==> src/fcb_pkg.sv <==
// Shared widths, register indexes and helpers of the frame change bounding box.
// No dependencies.
`default_nettype none

package fcb_pkg;

    localparam int COORD_W   = 11;
    localparam int COUNT_W   = 23;
    localparam int PIXEL_W   = 24;
    localparam int PIXEL16_W = 16;
    localparam int MAX_DIM   = 2048;
    localparam int CFG_IDX_W = 3;
    localparam int CFG_W     = COORD_W;

    localparam logic MODE_24BIT = 1'b0;
    localparam logic MODE_16BIT = 1'b1;

    typedef enum logic [CFG_IDX_W-1:0] {
        CFG_PIXEL_MODE    = 3'd0,
        CFG_WINDOW_LEFT   = 3'd1,
        CFG_WINDOW_TOP    = 3'd2,
        CFG_WINDOW_RIGHT  = 3'd3,
        CFG_WINDOW_BOTTOM = 3'd4
    } cfg_reg_t;

    typedef logic [COORD_W-1:0] coord_t;
    typedef logic [COUNT_W-1:0] count_t;

    // Step a position, wrapping at the largest frame dimension.
    function automatic coord_t next_coord(input coord_t v);
        coord_t n;
        begin
            if (v == COORD_W'(MAX_DIM - 1))
            begin
                n = '0;
            end
            else
            begin
                n = v + 1'b1;
            end
            return n;
        end
    endfunction

endpackage

`default_nettype wire

==> src/frame_change_bounding_box_unit.sv <==
// Frame change bounding box: top level, the whole datapath.
// Depends on fcb_pkg.
//
// Takes one pair of co-located pixels per clock in raster order over the
// configured inclusive window and, on the window's last pixel, delivers one
// beat carrying the count of differing pixels, a change flag and the
// bounding box of the changes (the window itself when nothing differed).
// Each pixel beat goes through an input register and, for the last pixel,
// into a result register, which presents the result beat. The input stalls
// only when the last pixel of a window meets a result that is still waiting
// downstream; otherwise one beat per clock is taken. Writing a window
// register restarts the scan; writing the pixel mode does not.
`default_nettype none

module frame_change_bounding_box_unit
    import fcb_pkg::*;
(
    input  wire logic                 clk,
    input  wire logic                 rst_n,
    input  wire logic                 cfg_write,
    input  wire logic [CFG_IDX_W-1:0] cfg_index,
    input  wire logic [CFG_W-1:0]     cfg_data,
    input  wire logic                 in_valid,
    output logic                      in_stall,
    input  wire logic [PIXEL_W-1:0]   old_pixel,
    input  wire logic [PIXEL_W-1:0]   new_pixel,
    output logic                      out_valid,
    input  wire logic                 out_stall,
    output logic [COUNT_W-1:0]        changed_count,
    output logic                      any_change,
    output logic [COORD_W-1:0]        box_left,
    output logic [COORD_W-1:0]        box_top,
    output logic [COORD_W-1:0]        box_right,
    output logic [COORD_W-1:0]        box_bottom
);

    // Configuration
    logic   mode_reg;
    coord_t win_left_reg, win_top_reg, win_right_reg, win_bottom_reg;

    // Scan state
    coord_t col_reg, row_reg, col_next, row_next;
    count_t count_reg, count_next;
    logic   seen_reg, seen_next;
    coord_t min_col_reg, max_col_reg, min_row_reg, max_row_reg;
    coord_t min_col_next, max_col_next, min_row_next, max_row_next;

    // Input stage
    logic               s1_valid_reg, s1_valid_next;
    logic [PIXEL_W-1:0] s1_old_reg, s1_new_reg;

    // Result stage
    logic   out_valid_reg, out_valid_next;
    count_t res_count_reg;
    logic   res_any_reg;
    coord_t res_left_reg, res_top_reg, res_right_reg, res_bottom_reg;

    logic               in_take, out_free, s1_go, s1_last, last_col, hit;
    logic               win_write;
    logic [PIXEL_W-1:0] diff;
    count_t             count_upd;
    logic               seen_upd;
    coord_t             min_col_upd, max_col_upd, min_row_upd, max_row_upd;
    coord_t             new_left, new_top;

    // ---------------------------------------------------------------
    // Handshake
    // ---------------------------------------------------------------
    assign last_col = (col_reg == win_right_reg);
    assign s1_last  = last_col && (row_reg == win_bottom_reg);
    assign out_free = !out_valid_reg || !out_stall;
    assign s1_go    = s1_valid_reg && (!s1_last || out_free);
    assign in_stall = s1_valid_reg && s1_last && !out_free;
    assign in_take  = in_valid && !in_stall;

    assign s1_valid_next  = in_take || (s1_valid_reg && !s1_go);

    always_comb
    begin
        out_valid_next = out_valid_reg;
        if (s1_go && s1_last)
        begin
            out_valid_next = 1'b1;
        end
        else if (!out_stall)
        begin
            out_valid_next = 1'b0;
        end
    end

    // ---------------------------------------------------------------
    // Compare and accumulate
    // ---------------------------------------------------------------
    assign diff = s1_old_reg ^ s1_new_reg;
    assign hit  = (mode_reg == MODE_16BIT) ? (|diff[PIXEL16_W-1:0]) : (|diff);

    assign count_upd   = (hit && (count_reg != '1)) ? count_reg + 1'b1 : count_reg;
    assign seen_upd    = seen_reg | hit;
    assign min_col_upd = (hit && (col_reg < min_col_reg)) ? col_reg : min_col_reg;
    assign max_col_upd = (hit && (col_reg > max_col_reg)) ? col_reg : max_col_reg;
    assign min_row_upd = (hit && (row_reg < min_row_reg)) ? row_reg : min_row_reg;
    assign max_row_upd = (hit && (row_reg > max_row_reg)) ? row_reg : max_row_reg;

    assign win_write = cfg_write && (cfg_index == CFG_WINDOW_LEFT ||
                                     cfg_index == CFG_WINDOW_TOP ||
                                     cfg_index == CFG_WINDOW_RIGHT ||
                                     cfg_index == CFG_WINDOW_BOTTOM);
    assign new_left  = (cfg_index == CFG_WINDOW_LEFT) ? cfg_data : win_left_reg;
    assign new_top   = (cfg_index == CFG_WINDOW_TOP)  ? cfg_data : win_top_reg;

    always_comb
    begin
        col_next     = col_reg;
        row_next     = row_reg;
        count_next   = count_reg;
        seen_next    = seen_reg;
        min_col_next = min_col_reg;
        max_col_next = max_col_reg;
        min_row_next = min_row_reg;
        max_row_next = max_row_reg;
        priority if (win_write || (s1_go && s1_last))
        begin
            // restart the scan from the (possibly new) window origin
            col_next     = win_write ? new_left : win_left_reg;
            row_next     = win_write ? new_top  : win_top_reg;
            count_next   = '0;
            seen_next    = 1'b0;
            min_col_next = '1;
            max_col_next = '0;
            min_row_next = '1;
            max_row_next = '0;
        end
        else if (s1_go)
        begin
            count_next   = count_upd;
            seen_next    = seen_upd;
            min_col_next = min_col_upd;
            max_col_next = max_col_upd;
            min_row_next = min_row_upd;
            max_row_next = max_row_upd;
            if (last_col)
            begin
                col_next = win_left_reg;
                row_next = next_coord(row_reg);
            end
            else
            begin
                col_next = next_coord(col_reg);
            end
        end
        else
        begin
            // hold the scan state
        end
    end

    // ---------------------------------------------------------------
    // Registers
    // ---------------------------------------------------------------
    always_ff @(posedge clk or negedge rst_n)
    begin
        if (!rst_n)
        begin
            mode_reg       <= MODE_24BIT;
            win_left_reg   <= '0;
            win_top_reg    <= '0;
            win_right_reg  <= '1;
            win_bottom_reg <= '1;
        end
        else if (cfg_write)
        begin
            unique case (cfg_index)
                CFG_PIXEL_MODE:    mode_reg       <= cfg_data[0];
                CFG_WINDOW_LEFT:   win_left_reg   <= cfg_data;
                CFG_WINDOW_TOP:    win_top_reg    <= cfg_data;
                CFG_WINDOW_RIGHT:  win_right_reg  <= cfg_data;
                CFG_WINDOW_BOTTOM: win_bottom_reg <= cfg_data;
                default:           ;
            endcase
        end
    end

    always_ff @(posedge clk or negedge rst_n)
    begin
        if (!rst_n)
        begin
            col_reg       <= '0;
            row_reg       <= '0;
            count_reg     <= '0;
            seen_reg      <= 1'b0;
            min_col_reg   <= '1;
            max_col_reg   <= '0;
            min_row_reg   <= '1;
            max_row_reg   <= '0;
            s1_valid_reg  <= 1'b0;
            out_valid_reg <= 1'b0;
        end
        else
        begin
            col_reg       <= col_next;
            row_reg       <= row_next;
            count_reg     <= count_next;
            seen_reg      <= seen_next;
            min_col_reg   <= min_col_next;
            max_col_reg   <= max_col_next;
            min_row_reg   <= min_row_next;
            max_row_reg   <= max_row_next;
            s1_valid_reg  <= s1_valid_next;
            out_valid_reg <= out_valid_next;
        end
    end

    always_ff @(posedge clk)
    begin
        if (in_take)
        begin
            s1_old_reg <= old_pixel;
            s1_new_reg <= new_pixel;
        end
        if (s1_go && s1_last)
        begin
            res_count_reg  <= count_upd;
            res_any_reg    <= seen_upd;
            res_left_reg   <= seen_upd ? min_col_upd : win_left_reg;
            res_top_reg    <= seen_upd ? min_row_upd : win_top_reg;
            res_right_reg  <= seen_upd ? max_col_upd : win_right_reg;
            res_bottom_reg <= seen_upd ? max_row_upd : win_bottom_reg;
        end
    end

    assign out_valid     = out_valid_reg;
    assign changed_count = res_count_reg;
    assign any_change    = res_any_reg;
    assign box_left      = res_left_reg;
    assign box_top       = res_top_reg;
    assign box_right     = res_right_reg;
    assign box_bottom    = res_bottom_reg;

endmodule

`default_nettype wire

==> config.mk <==
export PLATFORM = sky130hd
export DESIGN_NAME = frame_change_bounding_box_unit
export DESIGN_NICKNAME = d
export VERILOG_FILES = /design/src/fcb_pkg.sv /design/src/frame_change_bounding_box_unit.sv
export SDC_FILE = /design/constraint.sdc
export NUM_CORES = 1
export LEC_CHECK = 0
export BUFFER_PORTS_ARGS = -buffer_cell sky130_fd_sc_hd__buf_4
export CELL_PAD_IN_SITES_DETAIL_PLACEMENT = 0
export CELL_PAD_IN_SITES_GLOBAL_PLACEMENT = 1
export CORE_MARGIN = 5
export CORE_UTILIZATION = 47
export DETAILED_ROUTE_END_ITERATION = 8
export PLACE_DENSITY_LB_ADDON = 0.1
export SLEW_MARGIN = 20
export SYNTH_ARGS = -nofsm -noshare
export SYNTH_HDL_FRONTEND = slang
export SYNTH_SLANG_ARGS = --single-unit
==> constraint.sdc <==
create_clock -name clk -period 5.3 [get_ports clk]
set_clock_uncertainty 0.05 [all_clocks]
set_input_delay 0.795 -clock clk [delete_from_list [all_inputs] [get_ports clk]]
set_output_delay 0.795 -clock clk [all_outputs]
set_load 0.1 [all_outputs]
==> run_results.csv, run 1 <==
group,metric,value,unit
run_status,outcome,"completed",
floorplanning,start_util,0.476,
clocking,cts_max_path_buffers,3,
grt,grt_pass1_vias,9095,
placed_design,dp_hpwl,22600,um
grt,grt_use_total,0.213,
drt,firstDrtPassIters,6,
logic_synthesis,synth_area_leaders,"edfxtp_1 27%, dfrtp_1 18%, dfstp_2 9.1%",
drt,ant_nets,0,
critical_path,cpPeakStageDelay,0.54,ns
timing,fin_crit,3.98,ns
drt,drc,0,
pwr,pwr-share-comb,0.266,
logic_synthesis,synth_nets,1250,
grt,grt_pass1_wl,52200,um
timing,rsz0062_at_grt,"false",
logic_synthesis,synth_enable_flop_cells,116,
critical_path,r2r_slack,2.00,ns
hold_path,hold_class,"input port to async pin",
logic_synthesis,yosysTopAreaCell,"edfxtp_1",
pwr,total_power,6.88,mW
grt,grt_start_max_net_pins,107,
timing,worst_pin_slew,1.06,ns
floorplanning,rows,60,
layout,antenna_cells,0,
pwr,p_leak,6.26,nW
clocking,ctsResizeCount,0,
placed_design,io_buffers,136,
pwr,p_switching,2.16,mW
logic_synthesis,ys_seq_elements,253,
clocking,clk_latency,0.54,ns
critical_path,rr_startpoint,"col_reg[0]",
clocking,clockRootBuffer,"clkbuf_16",
pwr,p_int,4.72,mW
critical_path,worst_r2r_path_depth,6,
pwr,switching_share,0.314,
timing,finalMaxSlewViolations,0,
floorplanning,core,26800,um2
grt,antenna_found_initial,0,
clocking,ctsHoldBuffers,0,
timing,max_freq,251,MHz
floorplanning,die_h,175,um
run,cap_violations,0,
clocking,post_cts_buffers,0,
drt,vias,9186,
pwr,power.density,459,nW/um2
drt,vias_per_cell,5.73,
logic_synthesis,ys_seq_area_frac,0.546,
clocking,cts_tree,"built",
clocking,htreeDepth,1,
logic_synthesis,ys.flop_type,"edfxtp_1",
critical_path,cp.required,4.45,ns
floorplanning,fp.dieW,175,um
grt,grt-ovfl-total,0,
pwr,pwr-share-clk,0.307,
placed_design,placed_area,14000,um2
logic_synthesis,synth.avg_cell_area,11.2,um2
logic_synthesis,ys_async_sr_fraction,0.542,
clocking,numCtsBuffers,28,
timing,slew_headroom,0.293,
timing,setup-violations-final,0,
timing,whs,0.300,ns
critical_path,reg2reg_to,"box_right[1]",
logic_synthesis,syn_area,12700,um2
drt,drt_iter0_drc,739,
critical_path,slowest_stage,"dfrtp_1",
logic_synthesis,synth_warnings,0,
drt,wl_per_cell,20.4,um
floorplanning,top_level_ports,137,
critical_path,cp_cell_sequence,"xor2_1 -> nor4_2 -> nand3_1 -> nor2_1 -> and4_1 -> buf_4",
logic_synthesis,ys_types,66,
drt,wirelength,32600,um
pwr,p_seq_frac,0.427,
clocking,clkTransAtPathRegs,0.06,ns
critical_path,crit_type,"register to primary output",
pwr,ir_drop,0.220,mV
timing,final-hold-violation-count,0,
critical_path,arrival,3.14,ns
floorplanning,die-area,30500,um2
logic_synthesis,synthCells,1138,
critical_path,cp-end-kind,"primary output",
critical_path,startpoint_type,"register",
layout,area_delta_synth_final,17.6,%
clocking,clock-sinks,253,
layout,layout-drive-gt1-share,0.226,
logic_synthesis,netlist.area_leader.share,0.273,
layout,fin_area,15000,um2
timing,post-route-period-util,0.751,
timing,tns,0,ns
placed_design,gp_congestion,0.888,
layout,nets,1352,
critical_path,cp_max_fo,12,
cell type report:
class	count	area (um2)
clock inverter	16	228
tap	341	427
inverter	60	225
timing repair buffer	149	1140
multi-input combinational	748	5220
clock buffer	36	783
sequential	253	6970
fill	2311	11800
critical path: cells and delay by family (launching register included):
family                 cells  cell delay, ns
AND/OR/NAND/NOR            4            1.50
flip-flops                 1            0.54
buffers and inverters      1            0.32
XOR/XNOR                   1            0.23
cells in the mapped netlist, types with 4 or more instances:
cell type and number:
edfxtp_1 116, dfrtp_1 93, nand2_1 79, a21oi_1 77
nor2_1 72, inv_1 60, xnor2_1 52, ha_1 45
dfstp_2 44, o21ai_0 44, clkbuf_1 38, mux2_2 35
mux2i_1 34, buf_2 33, nand3_1 32, a22o_1 24
o22a_1 23, nand4_1 21, xor2_1 20, a31oi_1 17
o22ai_1 15, a21o_1 13, and3_1 13, nor2b_1 9
o221ai_1 9, and2_1 8, o31ai_1 8, o311ai_0 7
nand2b_1 6, nor3_1 6, and4_1 5, nor4_1 5
o211ai_1 5, o21a_1 5, or3_1 5, a222oi_1 4
a41oi_1 4, o21ai_1 4
how the worst max path moves through the flow:
stage / startpoint / end / cells after the start
floorplan: row_reg[1] / s1_new_reg[0] / 8
global placement: out_stall / row_reg[5] / 8
detailed placement: out_stall / row_reg[5] / 8
CTS: col_reg[3] / in_stall / 6
global route: col_reg[3] / in_stall / 6
finish: col_reg[0] / in_stall / 6
power groups by stage:
stage | Sequential (mW) | Combinational [mW] | Clock [mW]
after floorplan | 2.73 | 1.54 | 0
after global placement | 2.96 | 1.82 | 0
after detailed placement | 2.96 | 1.83 | 0
after CTS | 2.93 | 1.84 | 2.16
after global routing | 2.99 | 2.08 | 2.24
final | 2.94 | 1.83 | 2.11
layer usage:
metal	part of all wire	GRT usage	up-vias
met5	0	0	-
met4	0.022	0.0563	0
met3	0.048	0.0316	44
met2	0.47	0.342	252
met1	0.46	0.305	4500
li1	-	-	4390
stage by stage:
stage                      util  std cells  setup WS (ns)
final                     0.559       1603           1.32
after detailed placement  0.521       1551           1.64
after global placement    0.520       1550           1.73
after CTS                 0.559       1603           1.34
after floorplan               -       1138          0.803
after global routing      0.559       1603           1.11
cells by family (layout without fill, tap and decap cells):
family,after synthesis,after routing,share of synthesized area
AOI/OAI and AO/OA,286,286,0.152
DFF,253,253,0.546
and+or+nand+nor,276,276,0.105
buffers and inverters,137,261,0.0456
muxes,69,69,0.0576
xor gates and xnor gates,72,72,0.0495
adders and majority gates,45,45,0.0442
cells in the final DEF (no fill, tap or decap), drive strengths merged, types with 6 or more instances in the layout:
| cell type | instances |
|---|---|
| edfxtp | 116 |
| nand4 | 21 |
| clkinv | 9 |
| nand3 | 32 |
| clkbuf | 37 |
| o21ai | 48 |
| o221ai | 9 |
| ha | 45 |
| a31oi | 17 |
| o22ai | 15 |
| o31ai | 8 |
| o22a | 23 |
| nor3 | 6 |
| inv | 60 |
| and3 | 13 |
| nor2b | 9 |
| xor2 | 20 |
| nand2b | 6 |
| bufinv | 6 |
| a21oi | 77 |
| o311ai | 7 |
| mux2i | 34 |
| dfstp | 44 |
| nor2 | 75 |
| nor4 | 7 |
| xnor2 | 52 |
| a22o | 24 |
| and2 | 9 |
| a21o | 13 |
| nand2 | 79 |
| dfrtp | 93 |
| buf | 148 |
| mux2 | 35 |
No activity file was read; power rests on OpenSTA's default activity.
==> run 2, diff against run 1 <==
clock period = 4 ns   (was 5.3 ns; I/O delays follow)
==> run 2 against run 1 <==
Against the previous run:
- cell area is 0.27% higher
- critical endpoint unchanged
- sequential power grew 29%
- flip-flop and latch count did not move
- sequential share of layout area down 0.12 points
- wire length is 0.87% higher
- largest cell class unchanged
- combinational power up 45%
- utilization increased by 0.15 points
- final cell count is 1.6% higher
- setup slack worse by 1.0 ns
- critical path type unchanged
- largest power group unchanged
- count of clock-buffer cells in the layout rose by 7
==> run_results.csv, run 2 (synthesized netlist as in run 1, its figures left out) <==
group,metric,value,unit
run_status,outcome,"completed",
drt,wl_per_cell,20.2,um
critical_path,crit_type,"register to primary output",
critical_path,arrival,3.08,ns
timing,fin_crit,3.73,ns
drt,vias_per_cell,5.68,
grt,grt_start_max_net_pins,90,
hold_path,hold_class,"input port to async pin",
critical_path,critPathTopFamily,"simple AND/OR/NAND/NOR gates",
pwr,p_int,6.02,mW
grt,grt_use_met2,0.347,
grt,met3_usage,0.0312,
timing,rsz0062_at_grt,"false",
pwr,ir_drop,0.381,mV
clocking,cts_max_path_buffers,3,
grt,grt_pass1_vias,9210,
placed_design,dp_slack,0.842,ns
clocking,htreeDepth,1,
timing,final-hold-violation-count,0,
grt,grt_use_met1,0.300,
floorplanning,start_util,0.476,
critical_path,cp_max_fo,12,
floorplanning,die-area,30500,um2
pwr,pwr-share-clk,0.278,
clocking,cts_tree,"built",
timing,worst_pin_slew,0.929,ns
placed_design,io_buffers,136,
pwr,p_seq_frac,0.425,
drt,firstDrtPassIters,5,
layout,nets,1377,
clocking,ctsResizeCount,0,
drt,drt_iter0_drc,642,
timing,tns,0,ns
floorplanning,fp.dieW,175,um
critical_path,cp.required,3.35,ns
critical_path,r2r_slack,0.89,ns
clocking,clock-sinks,253,
timing,max_freq,268,MHz
layout,area_delta_synth_final,17.9,%
layout,layout-drive-gt1-share,0.238,
drt,drc,0,
critical_path,cp-end-kind,"primary output",
timing,setup_slack,0.269,ns
drt,wirelength,32900,um
clocking,numCtsBuffers,29,
grt,gr-max-usage-layer,"met2",
clocking,post_cts_buffers,0,
floorplanning,die_h,175,um
timing,slew_headroom,0.380,
floorplanning,rows,60,
placed_design,dp_hpwl,23100,um
pwr,pwr-share-comb,0.297,
pwr,p_switching,2.92,mW
run,cap_violations,0,
layout,antenna_cells,0,
critical_path,crit_buf_inv,1,
layout,final_common_cell,"buf_4",
placed_design,gp_congestion,0.892,
grt,grt_use_total,0.212,
critical_path,cpPeakStageDelay,0.62,ns
drt,vias,9260,
layout,fin_area,15000,um2
clocking,ctsHoldBuffers,0,
pwr,p_leak,6.31,nW
drt,ant_nets,0,
timing,setup-violations-final,0,
floorplanning,core,26800,um2
critical_path,slowest_stage,"dfrtp_1",
timing,post-route-period-util,0.933,
floorplanning,top_level_ports,137,
grt,grt-ovfl-total,0,
clocking,clk_latency,0.55,ns
layout,mostFrequentLayoutCells,"171 x buf_4, 116 x edfxtp_1, 93 x dfrtp_1",
grt,grt_pass1_wl,52100,um
pwr,switching_share,0.326,
timing,finalMaxSlewViolations,0,
clocking,clkTransAtPathRegs,0.06,ns
grt,antenna_found_initial,0,
critical_path,startpoint_type,"register",
pwr,power.density,595,nW/um2
placed_design,placed_area,14100,um2
clocking,clockRootBuffer,"clkbuf_16",
critical_path,cp_cell_sequence,"xnor2_1 -> nand4_1 -> or3_1 -> nor2_1 -> and4_1 -> buf_4",
[run 2: path summary, 6_finish.rpt]
path                          startpoint          endpoint  depth (start not counted)
hold reg to reg                 seen_reg          seen_reg                          2
setup reg to reg              row_reg[9]    max_row_reg[8]                          8
hold / removal                     rst_n    max_col_reg[4]                          1
max in group asynchronous          rst_n  win_right_reg[2]                          2
setup / recovery              row_reg[9]          in_stall                          6
min in group clk           new_pixel[10]    s1_new_reg[10]                          1
[run 2: power groups by stage]
stage | Clock [mW] | Combinational, mW | Sequential [mW]
final | 2.48 | 2.66 | 3.80
after floorplan | 0 | 2.04 | 3.61
after global routing | 2.65 | 2.98 | 3.85
after detailed placement | 0 | 2.66 | 3.84
after CTS | 2.55 | 2.67 | 3.79
after global placement | 0 | 2.63 | 3.83
[run 2: layout make-up]
type / instances / area (um2)
fillers: 2361 / 11800
flip-flops and latches: 253 / 6970
multi-input cells: 748 / 5210
repair buffers: 173 / 1320
clock buffers: 43 / 798
well taps: 341 / 427
inverters: 60 / 225
clock inverters: 11 / 88.8
[run 2: metrics by stage]
stage / total power, mW / cells / util / hold slack (ns)
floorplan: 5.65 / 1138 / - / 0.254
global placement: 6.47 / 1575 / 0.528 / 0.418
detailed placement: 6.50 / 1575 / 0.528 / 0.426
CTS: 9.02 / 1629 / 0.561 / 0.130
global route: 9.49 / 1629 / 0.561 / 0.144
finish: 8.94 / 1629 / 0.561 / 0.0727
[run 2: metal layers]
metal,wire (um),share of wire
met5,0,0
met4,730,0.022
met1,15200,0.46
met2,15600,0.47
met3,1380,0.042
==> run 3, diff against run 2 <==
PLACE_DENSITY = 0.79   (was unset)
PLACE_DENSITY_LB_ADDON = unset   (was 0.1)
==> run 3 against run 2 <==
Against the previous run:
- wire length up 0.14%
- count of clock-buffer cells in the layout down 6
- setup slack worse by 0.022 ns
- flip-flop and latch count unchanged
- critical endpoint unchanged
==> run_results.csv, run 3 (synthesized netlist as in run 1, its figures left out) <==
group,metric,value,unit
run_status,outcome,"completed",
clocking,clkTransAtPathRegs,0.06,ns
floorplanning,core,26800,um2
critical_path,startpoint_type,"register",
timing,fin_crit,3.75,ns
floorplanning,rows,60,
critical_path,cp_max_fo,11,
grt,grt_pass1_wl,52400,um
timing,finalMaxSlewViolations,0,
timing,tns,0,ns
layout,mostFrequentLayoutCells,"162 x buf_4, 116 x edfxtp_1, 93 x dfrtp_1",
placed_design,io_buffers,136,
pwr,p_int,6.10,mW
floorplanning,die-area,30500,um2
drt,drc,0,
timing,final-hold-violation-count,0,
pwr,pwr-share-clk,0.289,
clocking,clk_latency,0.55,ns
clocking,ctsResizeCount,0,
floorplanning,die_h,175,um
critical_path,arrival,3.10,ns
timing,setup_slack,0.248,ns
drt,firstDrtPassIters,6,
timing,rsz0062_at_grt,"false",
clocking,cts_tree,"built",
critical_path,cp-end-kind,"primary output",
pwr,ir_drop,0.457,mV
drt,drt_iter0_drc,753,
clocking,clockRootBuffer,"clkbuf_16",
placed_design,dp_hpwl,23000,um
critical_path,cp.required,3.35,ns
pwr,p_leak,6.28,nW
grt,grt_pass1_vias,9422,
floorplanning,start_util,0.476,
grt,grt-ovfl-total,0,
pwr,p_switching,2.94,mW
drt,wl_per_cell,20.4,um
layout,multi_input_area,5210,um2
timing,slew_headroom,0.321,
grt,grt_start_max_net_pins,91,
layout,antenna_cells,0,
timing,post-route-period-util,0.938,
clocking,htreeDepth,1,
layout,n_fill_cell,2328,
critical_path,crit_type,"register to primary output",
critical_path,cpPeakStageDelay,0.64,ns
drt,vias_per_cell,5.76,
clocking,numCtsBuffers,28,
critical_path,slowest_stage,"dfrtp_1",
placed_design,placed_area,14100,um2
grt,antenna_found_initial,0,
layout,layout-drive-gt1-share,0.232,
run,cap_violations,0,
drt,wirelength,33000,um
pwr,total_power,9.04,mW
drt,vias,9327,
timing,max_freq,267,MHz
floorplanning,top_level_ports,137,
drt,ant_nets,0,
placed_design,dp_slack,0.882,ns
layout,fin_area,15000,um2
floorplanning,fp.dieW,175,um
timing,worst_pin_slew,1.01,ns
timing,setup-violations-final,0,
clocking,clock-sinks,253,
hold_path,hold_class,"input port to async pin",
layout,final_common_cell,"buf_4",
clocking,post_cts_buffers,0,
pwr,pwr-share-comb,0.285,
timing,whs,0.118,ns
pwr,power.density,602,nW/um2
pwr,switching_share,0.325,
layout,area_delta_synth_final,17.8,%
critical_path,cp_cell_sequence,"xnor2_1 -> nand4_1 -> or3_1 -> nor2_1 -> and4_1 -> buf_4",
clocking,cts_max_path_buffers,3,
clocking,ctsHoldBuffers,0,
grt,grt_use_total,0.212,
pwr,p_seq_frac,0.427,
layout,nets,1367,
placed_design,gp_congestion,0.901,
layout,seqCellArea,6970,um2
run 3: cell types whose count changed in the layout (fill, tap and decap cells not counted), sizes merged:
cell      delta
buf          -9
clkbuf       -6
clkinvlp     +2
bufinv       +2
clkinv       +2
inv          -2
run 3: cell type report:
cell class | count | share of cell area
multi-input combinational | 748 | 0.347
timing repair buffer | 164 | 0.0831
tap | 341 | 0.0284
clock buffer | 37 | 0.0523
clock inverter | 15 | 0.0103
sequential | 253 | 0.464
inverter | 60 | 0.0150
run 3: final timing paths:
path                                  from              end  slack (ns)  cells past startpoint
max                             row_reg[7]         in_stall        0.25                      6
min                                  rst_n   max_row_reg[7]        0.12                      1
max reg2reg                     row_reg[7]   max_row_reg[8]        0.87                      7
min reg2reg                max_col_reg[10]  max_col_reg[10]        0.45                      1
max in group asynchronous            rst_n   min_col_reg[4]        2.86                      2
min in group clk              old_pixel[7]    s1_old_reg[7]        0.18                      1
run 3: power groups by stage:
stage / Combinational [mW] / Sequential, mW / Clock (mW)
after floorplan: 2.04 / 3.61 / 0
after global placement: 2.53 / 3.88 / 0
after detailed placement: 2.56 / 3.89 / 0
after CTS: 2.58 / 3.85 / 2.66
after global routing: 2.88 / 3.91 / 2.78
final: 2.58 / 3.86 / 2.61
run 3: metal layers:
layer	GRT usage	vias to the layer above	routed length [um]
li1	-	4424	-
met1	0.292	4572	14600
met2	0.350	275	15600
met3	0.0355	56	1900
met4	0.0573	0	869
met5	0	-	0
run 3: worst max-delay path, delay by kind of cell, from the launching register on:
family        cells  cell delay, ns
xor+xnor          1            0.18
buf+inv           1            0.35
flops             1            0.64
simple gates      4            1.36
run 3: through the flow:
stage,std cells,util
after global placement,1566,0.525
after CTS,1618,0.560
after floorplan,1138,-
after global routing,1618,0.560
after detailed placement,1566,0.525
final,1618,0.560
